`src/rtl/lsfr_pkg.sv`:
```
// package: shared types and constants for the level sensor frame receiver
`default_nettype none

package lsfr_pkg;

    localparam int unsigned LevelW   = 16;
    localparam int unsigned ByteW    = 8;
    localparam int unsigned TimeoutW = 16;
    localparam int unsigned StatusW  = 2;

    localparam logic [ByteW-1:0]    HEADER_BYTE   = 8'hFF;
    localparam logic [TimeoutW-1:0] ELAPSED_MAX   = 16'hFFFF;
    localparam logic [TimeoutW-1:0] TIMEOUT_RESET = 16'd10000;

    typedef enum logic {
        CMD_BYTE = 1'b0,
        CMD_TICK = 1'b1
    } t_cmd;

    typedef enum logic [StatusW-1:0] {
        ST_NONE = 2'd0,
        ST_OK   = 2'd1,
        ST_BAD  = 2'd2
    } t_status;

endpackage

`default_nettype wire

```
`src/rtl/lsfr_ifs.sv`:
```
// interfaces: input item, result item and configuration write channels
`default_nettype none

interface lsfr_in_if;
    logic       valid;
    logic       ready;
    logic       command;
    logic [7:0] data_byte;

    modport source (output valid, output command, output data_byte, input ready);
    modport sink   (input valid, input command, input data_byte, output ready);
endinterface

interface lsfr_out_if;
    logic        valid;
    logic        ready;
    logic [15:0] level_mm;
    logic [1:0]  status;

    modport source (output valid, output level_mm, output status, input ready);
    modport sink   (input valid, input level_mm, input status, output ready);
endinterface

interface lsfr_cfg_if;
    logic        valid;
    logic        ready;
    logic [15:0] data;

    modport source (output valid, output data, input ready);
    modport sink   (input valid, input data, output ready);
endinterface

`default_nettype wire

```
`src/rtl/level_sensor_frame_receiver.sv`:
```
// top level: level sensor frame receiver, byte window checker and timeout counter
// Each beat on i_in is a received byte or a one-millisecond tick and yields exactly one
// result beat on o_res carrying the held level in mm and the status (no sensor, success,
// checksum failure). An item passes an input register and then the result register; a new
// beat is taken every cycle except while i_in stalls, which happens only while both stages
// are full and o_res is held off. The timeout register is written through i_cfg, always
// ready, and resets to 10000 ms.
`default_nettype none

module level_sensor_frame_receiver (
    input  wire logic  i_clk,
    input  wire logic  i_rst_n,
    lsfr_in_if.sink    i_in,
    lsfr_out_if.source o_res,
    lsfr_cfg_if.sink   i_cfg
);
    import lsfr_pkg::*;

    logic                r_in_vld;
    t_cmd                r_cmd;
    logic [ByteW-1:0]    r_byte;

    logic [3*ByteW-1:0]  r_win;
    logic [TimeoutW-1:0] r_elapsed;
    logic [LevelW-1:0]   r_level;
    t_status             r_status;
    logic [TimeoutW-1:0] r_timeout;

    logic                r_out_vld;
    logic [LevelW-1:0]   r_out_level;
    t_status             r_out_status;

    logic                adv;
    logic                is_byte;
    logic                hdr;
    logic                good;
    logic [ByteW-1:0]    sum;
    logic [3*ByteW-1:0]  n_win;
    logic [TimeoutW-1:0] n_elapsed;
    logic [LevelW-1:0]   n_level;
    t_status             n_status;

    assign adv         = r_in_vld && (!r_out_vld || o_res.ready);
    assign i_in.ready  = !r_in_vld || adv;
    assign i_cfg.ready = 1'b1;

    assign o_res.valid    = r_out_vld;
    assign o_res.level_mm = r_out_level;
    assign o_res.status   = r_out_status;

    // frame check on the window plus the new byte
    always_comb begin
        is_byte   = (r_cmd == CMD_BYTE);
        sum       = HEADER_BYTE + r_win[15:8] + r_win[7:0];
        hdr       = is_byte && (r_win[23:16] == HEADER_BYTE);
        good      = hdr && (sum == r_byte);
        n_win     = is_byte ? {r_win[15:0], r_byte} : r_win;
        n_level   = r_level;
        n_status  = r_status;
        n_elapsed = r_elapsed;
        if (good) begin
            n_level   = r_win[15:0];
            n_status  = ST_OK;
            n_elapsed = '0;
        end else if (hdr) begin
            n_status = ST_BAD;
        end else if (!is_byte && (r_elapsed != ELAPSED_MAX)) begin
            n_elapsed = r_elapsed + 1'b1;
        end
        if (n_elapsed > r_timeout) begin
            n_level  = '0;
            n_status = ST_NONE;
        end
    end

    always_ff @(posedge i_clk) begin
        if (!i_rst_n) begin
            r_in_vld  <= 1'b0;
            r_out_vld <= 1'b0;
            r_win     <= '0;
            r_elapsed <= '0;
            r_level   <= '0;
            r_status  <= ST_NONE;
            r_timeout <= TIMEOUT_RESET;
        end else begin
            if (i_in.ready) begin
                r_in_vld <= i_in.valid;
            end
            if (adv) begin
                r_out_vld <= 1'b1;
                r_win     <= n_win;
                r_elapsed <= n_elapsed;
                r_level   <= n_level;
                r_status  <= n_status;
            end else if (o_res.ready) begin
                r_out_vld <= 1'b0;
            end
            if (i_cfg.valid) begin
                r_timeout <= i_cfg.data;
            end
        end
    end

    always_ff @(posedge i_clk) begin
        if (i_in.valid && i_in.ready) begin
            r_cmd  <= t_cmd'(i_in.command);
            r_byte <= i_in.data_byte;
        end
        if (adv) begin
            r_out_level  <= n_level;
            r_out_status <= n_status;
        end
    end

    // no sensor always comes with a zero level
    a_none_zero: assert property (@(posedge i_clk) disable iff (!i_rst_n)
        (r_status == ST_NONE) |-> (r_level == '0))
        else $error("no sensor status with nonzero level");

    // a good frame restarts the elapsed counter
    a_good_clr: assert property (@(posedge i_clk) disable iff (!i_rst_n)
        (adv && good) |=> (r_elapsed == '0))
        else $error("elapsed not cleared after good frame");

    // input stalls only when both stages are full and output is held
    a_stall: assert property (@(posedge i_clk) disable iff (!i_rst_n)
        !i_in.ready |-> (r_in_vld && r_out_vld && !o_res.ready))
        else $error("input stalled without cause");

    // ticks leave the byte window alone
    a_tick_win: assert property (@(posedge i_clk) disable iff (!i_rst_n)
        (adv && !is_byte) |=> $stable(r_win))
        else $error("tick changed byte window");

endmodule

`default_nettype wire

```
`src/flat_wrapper.sv`:
```
// flat-port wrapper written by rule: the top's interface ports become plain ports
module level_sensor_frame_receiver_flat import lsfr_pkg::*;
  (i_clk, i_rst_n, i_in_valid, i_in_command, i_in_data_byte, i_in_ready, o_res_valid, o_res_level_mm, o_res_status, o_res_ready, i_cfg_valid, i_cfg_data, i_cfg_ready);
  lsfr_in_if i_in_i ();
  lsfr_out_if o_res_i ();
  lsfr_cfg_if i_cfg_i ();
  input  wire logic i_clk;
  input  wire logic i_rst_n;
  input wire logic [$bits(i_in_i.valid)-1:0] i_in_valid;
  input wire logic [$bits(i_in_i.command)-1:0] i_in_command;
  input wire logic [$bits(i_in_i.data_byte)-1:0] i_in_data_byte;
  output wire logic [$bits(i_in_i.ready)-1:0] i_in_ready;
  output wire logic [$bits(o_res_i.valid)-1:0] o_res_valid;
  output wire logic [$bits(o_res_i.level_mm)-1:0] o_res_level_mm;
  output wire logic [$bits(o_res_i.status)-1:0] o_res_status;
  input wire logic [$bits(o_res_i.ready)-1:0] o_res_ready;
  input wire logic [$bits(i_cfg_i.valid)-1:0] i_cfg_valid;
  input wire logic [$bits(i_cfg_i.data)-1:0] i_cfg_data;
  output wire logic [$bits(i_cfg_i.ready)-1:0] i_cfg_ready;
  assign i_in_i.valid = i_in_valid;
  assign i_in_i.command = i_in_command;
  assign i_in_i.data_byte = i_in_data_byte;
  assign i_in_ready = i_in_i.ready;
  assign o_res_valid = o_res_i.valid;
  assign o_res_level_mm = o_res_i.level_mm;
  assign o_res_status = o_res_i.status;
  assign o_res_i.ready = o_res_ready;
  assign i_cfg_i.valid = i_cfg_valid;
  assign i_cfg_i.data = i_cfg_data;
  assign i_cfg_ready = i_cfg_i.ready;
  level_sensor_frame_receiver u_core (.i_clk(i_clk), .i_rst_n(i_rst_n), .i_in(i_in_i), .o_res(o_res_i), .i_cfg(i_cfg_i));
endmodule
```
`config.mk`:
```
export PLATFORM = sky130hd
export DESIGN_NAME = level_sensor_frame_receiver_flat
export DESIGN_NICKNAME = d
export VERILOG_FILES = /design/src/rtl/lsfr_pkg.sv /design/src/rtl/lsfr_ifs.sv /design/src/rtl/level_sensor_frame_receiver.sv /design/src/flat_wrapper.sv
export SDC_FILE = /design/constraint.sdc
export NUM_CORES = 1
export LEC_CHECK = 0
export ABC_AREA = 1
export BUFFER_PORTS_ARGS = -buffer_cell sky130_fd_sc_hd__buf_4
export CAP_MARGIN = 20
export CORE_AREA = 4 4 123 125
export DETAILED_ROUTE_END_ITERATION = 8
export DIE_AREA = 0 0 127 129
export GPL_TIMING_DRIVEN = 0
export PLACE_DENSITY = 0.61
export REMOVE_ABC_BUFFERS = 1
export SYNTH_ARGS = -nofsm -noshare
export SYNTH_HDL_FRONTEND = slang
export SYNTH_SLANG_ARGS = --single-unit
```
`constraint.sdc`:
```
create_clock -name i_clk -period 4.24 [get_ports i_clk]
set_input_delay 0.848 -clock i_clk [delete_from_list [all_inputs] [get_ports i_clk]]
set_output_delay 0.848 -clock i_clk [all_outputs]
set_load 0.03 [all_outputs]
```
# Yosys cells after proc, flatten, opt, wreduce, memory -nomap -nowiden

Cells that the tools add are included.

$lt $le $gt $ge: 1
Add/sub/neg operators: 3
Divide/modulo/power cells: 0
Multiply operators: 0
Multiplexer cells: 10
Shifts and indexed selects: 0
Bitwise gates (word level): 1
Equal/unequal tests: 3
Reduce and logical (&&, ||, !) cells: 11

Operators with widths:

| operator              | number |
|---|---|
| $mux 16               | 5 |
| $add 16x1->16 const B | 1 |
| $gt 16x16->1          | 1 |
| $ne 16x16->1 const B  | 1 |
| $add 8x8->8           | 1 |
| $add 8x8->8 const A   | 1 |
| $eq 8x8->1            | 1 |
| $eq 8x8->1 const B    | 1 |
| $mux 2                | 3 |
| $logic_and 1x1->1     | 5 |
| $logic_not 1->1       | 2 |
| $logic_or 1x1->1      | 2 |
| $mux 1                | 2 |
| $reduce_and 2->1      | 1 |
| $reduce_bool 2->1     | 1 |
| $not 1->1             | 1 |

Input port bits: 30
Output and inout bits: 21
Memory bits (read-only): 0
Latch bits: 0
Flip-flop bits (word level): 103
Memories kept: 0
RAM bits: 0
Logic and storage cells: 40

# Logic depth before layout (Yosys ltp)

Gate-level depths: netlist (run 1).

Depth in word-level cells: 7
Depth in mapped cells: 29
Mapped depth without buffers: 27

# Worst setup path before layout (run 1)

OpenSTA, ideal clock, no wires.

Kind: register to register
Start: register u_core.r_win[1]
End: register u_core.r_out_level[0], in the netlist u_core.o_res.level_mm[0] (data pin)
Arrival time: 3.440 ns
Buffers on the path: 2
Period minus slack after synthesis: 3.692 ns
Setup time: 0.252 ns
Required time: 3.988 ns
Setup slack: 0.548 ns
Cell stages (with the launch flop): 27
Path through: dfxtp_1 > inv_1 > ha_1 > inv_1 > ha_1 > fa_1 > nand2_1 > nand2_1 > nand3_1 > nor2_1 > nand3_2 > nor2_4 > nand2_4 > buf_6 > nand3_1 > inv_1 > ha_1 > inv_1 > nor3_1 > nand4_1 > inv_1 > nand2_1 > nand2_1 > nand2_1 > buf_2 > nand3_1 > inv_1

Word-level cells in the longest chain between the ends: 6
Elaborated cells between the ends (all ways): 7
Classes of those cells: 1 x add/sub; 1 x order compare; 1 x eq/ne; 3 x mux; 1 x reduce/logical

RTL lines:

| what                          | RTL line                           | text |
|---|---|---|
| start: declaration            | level_sensor_frame_receiver.sv:23  | `logic [3*ByteW-1:0] r_win;` |
| start signal: assignment      | level_sensor_frame_receiver.sv:91  | `r_win <= n_win;` |
| $add 8x8->8                   | level_sensor_frame_receiver.sv:54  | `sum = HEADER_BYTE + r_win[15:8] + r_win[7:0];` |
| $eq 8x8->1                    | level_sensor_frame_receiver.sv:56  | `good = hdr && (sum == r_byte);` |
| $logic_and 1x1->1             | level_sensor_frame_receiver.sv:56  |  |
| $mux 16                       | level_sensor_frame_receiver.sv:61  | `if (good) begin` |
| named net u_core.n_elapsed[8] | level_sensor_frame_receiver.sv:39  | `logic [TimeoutW-1:0] n_elapsed;` |
| $gt 16x16->1                  | level_sensor_frame_receiver.sv:70  | `if (n_elapsed > r_timeout) begin` |
| $mux 16                       | level_sensor_frame_receiver.sv:70  |  |
| named net u_core.n_level[0]   | level_sensor_frame_receiver.sv:40  | `logic [LevelW-1:0] n_level;` |
| end signal: assignment        | level_sensor_frame_receiver.sv:110 | `r_out_level <= n_level;` |
| end: declaration              | level_sensor_frame_receiver.sv:30  | `logic [LevelW-1:0] r_out_level;` |

The timed path passes the listed nets, and every way through them passes these cells.
A chain may end at the register's enable or synchronous reset.

# Worst setup path in the final report (run 1)

Start: register u_core.r_win[9]
End: register u_core.r_out_level[1], in the netlist u_core.o_res.level_mm[1] (data pin)

Word-level cells in the longest chain between the ends: 7
Elaborated cells between the ends (all ways): 8
Classes of those cells: 2 x add/sub; 1 x order compare; 1 x eq/ne; 3 x mux; 1 x reduce/logical

RTL lines:

| what                           | RTL line |
|---|---|
| $add 8x8->8 (2 in series)      | level_sensor_frame_receiver.sv:54 |
| $eq 8x8->1                     | level_sensor_frame_receiver.sv:56 |
| $logic_and 1x1->1              | level_sensor_frame_receiver.sv:56 |
| $mux 16                        | level_sensor_frame_receiver.sv:61 |
| named net u_core.n_elapsed[11] | level_sensor_frame_receiver.sv:39 |
| $gt 16x16->1                   | level_sensor_frame_receiver.sv:70 |
| $mux 16                        | level_sensor_frame_receiver.sv:70 |
| named net u_core.n_level[1]    | level_sensor_frame_receiver.sv:40 |

The timed path passes the listed nets, and every way through them passes these cells.

==> reports/summary.txt, run 1 <==
Commonest non-fill, non-tap cells in the layout: inv_1 (139), nand2_1 (122), a21oi_1 (88)
Cell Pwr Density: 383.0 mW/mm^2
Largest net degree at the start of global routing: 65
Clk root buf: clkbuf_16
Worst setup path start: u_core.r_win[9]
Critical path required time: 4340 ps
Max Slew Vio Count: 0
Post-synthesis sequential area ratio: 42.41%
CTS buffer count: 9
CTS tree: done
Unique cell type count in the Yosys netlist: 34
Worst path arrival time: 4010 ps
Status: finished clean
Async SR Flop Fraction: 0%
Clk sinks: 103
Rel. slew slack: 55.25%
Vias per cell: 4.703
Layout cell share with drive strength beyond 1: 13.60%
Vias in the first global route: 4114
Die ar.: 0.01638 sq mm
Initial DRC count: 297
Dominant synthesized flop cell: dfxtp_1
Final hold violation count: 0
Avg Inst Size Synth: 7.461 sq um
Vias: 4548
R2r startpoint: u_core.r_win[9]
Routed wire length: 12020 um
Area Growth Syn to Fin: 18.09%
CP max FO: 9
Number of synthesized flops with an enable pin: 27
Global-route wire length before repair: 19550 um
Util after Layout: 46.78%
Post-Syn Area: 0.005499 sq mm
Clock Path Buffers: 2
DPL Wire Length: 8006 um
Final setup margin: 332.6 ps
Antenna-violating nets left: 0
FP Rows: 43
CP Launch Type: register
Die Height: 129 um
Crit. End Element: register
IO Count: 51
HP Start: u_core.r_timeout[11]
Mapped Cells: 737
Drt first pass iters: 5
IO Port Bufs: 49
Worst-Margin Slew: 669.6 ps
Most common cell after layout, fill and taps aside: inv_1
Synthesized flop and latch total: 103
Classification of the worst-slack hold path: reg -> reg
Critical path class: reg -> reg
GRT Total Usage: 14.61%
Setup TNS: 0 ps
Warnings, synthesis: 0
Final setup violating endpoints: 0
RePlAce Congestion: 0.8047
Initial antenna violation count: 0
Peak Freq: 255.9 MHz
Antenna cells: 0
LEAKAGE: 3.111 nW
Tmin final: 3907 ps
Core ar.: 0.01388 sq mm
DRC viols: 0
Clock Skew: 8.649 ps
Routed wire per std cell: 12.43 um
Pre-CTS setup slack: -600.7 ps
Clock slew at reported path FFs: 70 ps
Die X: 127 um
Max-Cap Viols: 0
Clk_lat worst skew: 350 ps
Fin crit share: 92.16%
Global route overflow: 0
Hold slack final: 464.2 ps
Final nets: 843
Worst vdd ir: 152.3 uV
RSZ-0062 raised after global routing: false
Htree depth: 3
Total power: 2.487 mW
Starting Density: 39.62%
==> registers in the layout (all words and copies together), names as in the netlist <==
| name | count |
|---|---|
| u_core.r_win | 24 |
| u_core.o_res.level_mm | 16 |
| u_core.r_elapsed | 16 |
| u_core.r_level | 16 |
| u_core.r_timeout | 16 |
| u_core.r_byte | 8 |
| u_core.o_res.status | 2 |
| u_core.r_status | 2 |
| u_core.o_res.valid | 1 |
| u_core.r_cmd | 1 |
| u_core.r_in_vld | 1 |
==> synthesized netlist by cell type, drive strengths merged, types with 3 or more instances <==
cell type,count,area share [%]
a21oi,90,8.2
buf,8,1.2
clkbuf,23,1.6
dfxtp,76,28
edfxtp,27,15
ha,30,6.8
inv,141,9.6
nand2,129,9.1
nand3,62,5.8
nand4,7,0.80
nor2,39,3.0
nor3,4,0.45
o21ai,76,6.9
xnor2,3,0.48
xor2,12,2.0
==> path summary, 6_finish.rpt <==
path         slack [ps]                        to  cells past startpoint
max                 330  u_core.o_res.level_mm[1]                     25
min                 460      u_core.r_timeout[11]                      2
max reg2reg         330  u_core.o_res.level_mm[1]                     25
min reg2reg         460      u_core.r_timeout[11]                      2
==> cell families (layout without fill, tap and decap cells) <==
group | count (synthesis) | in the layout | synth area share [%]
xor gates and xnor gates | 15 | 15 | 2.526
other | 1 | 1 | 0.06819
adders and majority gates | 31 | 31 | 7.190
DFF | 103 | 103 | 42.41
buffers and inverters | 172 | 219 | 12.42
and+or+nand+nor | 245 | 248 | 19.70
AOI/OAI and AO/OA | 170 | 170 | 15.68
==> power breakdown <==
| part | switching, mW | internal [mW] | leakage, nW |
|---|---|---|---|
| Combinational | 0.339 | 0.194 | 2.07 |
| Sequential | 0.0358 | 1.07 | 0.889 |
| Clock | 0.360 | 0.487 | 0.152 |
| Total | 0.735 | 1.75 | 3.11 |
==> worst max-delay path, stage by stage, from the launching register on <==
cell	delay [ps]
dfxtp_1	320
inv_1	90
ha_1	280
inv_1	40
ha_2	200
fa_1	420
nand2_1	120
nand3_1	100
nand3_1	90
nand2_1	60
nand2_1	70
nand2_1	110
nor2_1	160
nand3_2	200
nand2_1	150
inv_1	50
ha_1	280
nand2_1	80
nor3_2	110
nand4_1	120
inv_2	90
nand2_1	90
nand2_4	140
nand2_8	100
nand3_1	120
inv_1	60
==> stage by stage <==
| stage | instance area [sq um] | cells |
|---|---|---|
| 2_1_floorplan | 5345 | 706 |
| 3_3_place_gp | 5938 | 935 |
| 3_5_place_dp | 6017 | 938 |
| 4_1_cts | 6341 | 956 |
| 5_1_grt | 6494 | 967 |
| 6_report | 6494 | 967 |
==> metal layers <==
metal	wire length (um)	up-vias	GRT usage (%)
li1	-	2467	-
met1	6256	1992	21.64
met2	4915	75	21.26
met3	591	14	1.868
met4	261	0	6.435
met5	0	-	0
==> area by class of cell <==
class / instances / area (sq um)
clock buffer: 12 / 256.5
tap: 180 / 225.2
inverter: 141 / 529.3
multi-input combinational: 465 / 2595
timing repair buffer: 62 / 510.5
fill: 1411 / 7387
sequential: 103 / 2332
clock inverter: 4 / 45.04
==> repair_timing <==
| item | 4_1_cts | 5_1_grt |
|---|---|---|
| buffers inserted | 2 | 8 |
| cloned | 0 | 3 |
| pin swaps | 2 | 9 |
| hold buffers | 0 | 0 |
| gates resized for setup | 2 | 16 |
| setup endpoints to repair | 36 | 36 |
Power figures use the tool's default switching activity.
==> run 2: changes to the inputs <==
--- a/config.mk
+++ b/config.mk
@@ -5,13 +5,11 @@
 export SDC_FILE = /design/constraint.sdc
 export NUM_CORES = 1
 export LEC_CHECK = 0
-export ABC_AREA = 1
 export BUFFER_PORTS_ARGS = -buffer_cell sky130_fd_sc_hd__buf_4
 export CAP_MARGIN = 20
-export CORE_AREA = 4 4 123 125
+export CORE_AREA = 4 4 156 98
 export DETAILED_ROUTE_END_ITERATION = 8
-export DIE_AREA = 0 0 127 129
-export GPL_TIMING_DRIVEN = 0
+export DIE_AREA = 0 0 160 102
 export PLACE_DENSITY = 0.61
 export REMOVE_ABC_BUFFERS = 1
 export SYNTH_ARGS = -nofsm -noshare
==> reports/summary.txt, run 2 <==
Top post-synthesis cells by count: nand2_1 (88), dfxtp_1 (76), a21oi_1 (60)
Antenna-violating nets left: 0
Max Slew Vio Count: 0
Worst vdd ir: 195.1 uV
Clock Power Share: 38.5%
Core ar.: 0.01404 sq mm
Mapped Cells: 625
Rel. slew slack: 56.86%
Commonest non-fill, non-tap cells in the layout: nand2_1 (87), buf_4 (80), dfxtp_1 (68)
CP max FO: 8
RSZ-0062 raised after global routing: true
Final nets: 743
Pint: 1.613 mW
Critical path class: reg -> reg
LEAKAGE: 2.586 nW
Hold slack final: 463.3 ps
Number of flip-flops in the largest register: 24
DPL Wire Length: 9753 um
Crit-path slowest cell: fa_2
Final setup violating endpoints: 0
Clk root buf: clkbuf_16
Most common cell after layout, fill and taps aside: nand2_1
Total power: 2.216 mW
Dominant synthesized flop cell: dfxtp_1
Htree depth: 3
Critical path required time: 4500 ps
CP Buf/Inv Count: 5
Async SR Flop Fraction: 0%
Sw Ratio: 27.23%
Tmin final: 4224 ps
Critical path cell sequence: inv_2, ha_4, inv_2, ha_4, fa_2, xnor2_2, xnor2_2, nor4b_4, o2111ai_4, nor2_4, buf_12, nor2_2, ha_1, a21oi_2, o21a_1, o221ai_2, o21ai_1, buf_4, nand4_4, clkbuf_16, o32ai_2
Area Growth Syn to Fin: 26.29%
Peak Freq: 236.7 MHz
IO Count: 51
Global-route wire length before repair: 23760 um
Clock Path Buffers: 2
Crit. End Element: register
Share of the synthesized area in the top cell type: 27.83%
Setup TNS: 0 ps
IO Port Bufs: 49
Vias: 4723
Status: finished clean
Initial antenna violation count: 0
FP Rows: 34
Worst-Margin Slew: 647.1 ps
Classification of the worst-slack hold path: reg -> reg
Most frequent cell after synthesis: nand2_1
Global route overflow: 0
Drt first pass iters: 5
GRT Total Usage: 18.09%
Area leader, netlist: dfxtp_1
Fin crit share: 99.62%
CTS tree: done
Unique cell type count in the Yosys netlist: 60
Warnings, synthesis: 0
Clk sinks: 103
Comb power frac: 14.1%
Avg Inst Size Synth: 8.748 sq um
CTS hold repair buffers: 0
Cell Pwr Density: 320.9 mW/mm^2
Synthesized flop and latch total: 103
Vias per cell: 5.448
CP peak stage delay: 360 ps
Post-synthesis sequential area ratio: 42.65%
CTS buffer count: 9
Clk_lat worst skew: 350 ps
Routed wire per std cell: 17.18 um
Net Sw Power: 603.4 uW
Antenna cells: 0
Top reg by flops: u_core.r_win
Largest net degree at the start of global routing: 51
Worst path arrival time: 4490 ps
CP delay by family, top: adder cells
Die X: 160 um
Clock slew at reported path FFs: 80 ps
Number of synthesized flops with an enable pin: 27
RePlAce Congestion: 0.8013
Die Height: 102 um
Clock Skew: 10.57 ps
Final hold violation count: 0
Post-Syn Area: 0.005468 sq mm
Vias in the first global route: 4586
Layout cell share with drive strength beyond 1: 26.49%
Initial DRC count: 426
Final Cell Area: 0.006905 sq mm
Starting Density: 38.95%
Die ar.: 0.01632 sq mm
Top cells by area, synth: dfxtp_1 (28%), edfxtp_1 (15%), ha_1 (6.9%)
Routed wire length: 14890 um
DRC viols: 0
Seq pwr share: 47.5%
Max-Cap Viols: 0
CP Launch Type: register
Placed cell areas: 0.006075 sq mm
==> run 2: repair_timing <==
action | in CTS | in global routing
pin swaps | 18 | 11
resized for setup | 54 | 33
gates cloned | 2 | 1
buffers inserted | 5 | 6
endpoints found under the setup margin | 19 | 36
==> run 2: per-stage QoR <==
step                      instances  setup WS (ps)  utilization (%)
after floorplan                 583         -793.1                -
after global placement          837         -20.04            43.27
after detailed placement        837         -123.7            43.27
after CTS                       860         -15.66            47.92
after global routing            867         -157.6            49.19
final                           867          16.07            49.19
==> run 2: power by group through the flow <==
stage / Sequential [mW] / Combinational (mW) / Clock (mW)
2_1_floorplan: 1.09 / 0.137 / 0
3_3_place_gp: 1.07 / 0.264 / 0
3_5_place_dp: 1.07 / 0.271 / 0
4_1_cts: 1.05 / 0.293 / 0.870
5_1_grt: 1.05 / 0.335 / 0.908
6_report: 1.05 / 0.312 / 0.852
==> run 2: cells by family after synthesis <==
logic type | after synthesis | synth area share, %
AOI/OAI and AO/OA | 161 | 19.11
xor gates and xnor gates | 29 | 4.645
adders and majority gates | 31 | 7.231
buffers and inverters | 89 | 6.865
DFF | 103 | 42.65
muxes | 12 | 2.197
other | 1 | 0.06858
and+or+nand+nor | 199 | 17.23
==> run 2: layout make-up <==
type                            instances  area, sq um
Sequential cell                       103         2342
Fill cell                            1280         7133
Clock inverter                          7        76.32
Inverter                               47        176.4
Clock buffer                            9        225.2
Timing Repair Buffer                   88        738.2
Multi-Input combinational cell        433         3122
Tap cell                              180        225.2
==> run 2: worst reg2reg max path: stages (launching register included) <==
cell,delay (ps)
dfxtp_2,340
inv_2,50
ha_4,250
inv_2,40
ha_4,150
fa_2,370
xnor2_2,160
xnor2_2,150
nor4b_4,310
o2111ai_4,190
nor2_4,220
buf_12,200
nor2_2,60
ha_1,310
a21oi_2,160
o21a_1,160
o221ai_2,130
o21ai_1,150
buf_4,150
nand4_4,140
clkbuf_16,210
o32ai_2,260
==> run 2: metal layers <==
| metal | track usage [%] | wire length (um) |
|---|---|---|
| met1 | 25.70 | 7188 |
| met5 | 0 | 0 |
| met4 | 4.891 | 187 |
| met2 | 28.81 | 6681 |
| met3 | 3.144 | 834 |
==> run 2: worst paths after layout <==
kind         cells after the start  slack, ps           endpoint        startpoint
min                              2        460   u_core.r_win[23]  u_core.r_win[23]
max                             21         20  u_core.r_level[0]   u_core.r_win[9]
min reg2reg                      2        460   u_core.r_win[23]  u_core.r_win[23]
max reg2reg                     21         20  u_core.r_level[0]   u_core.r_win[9]
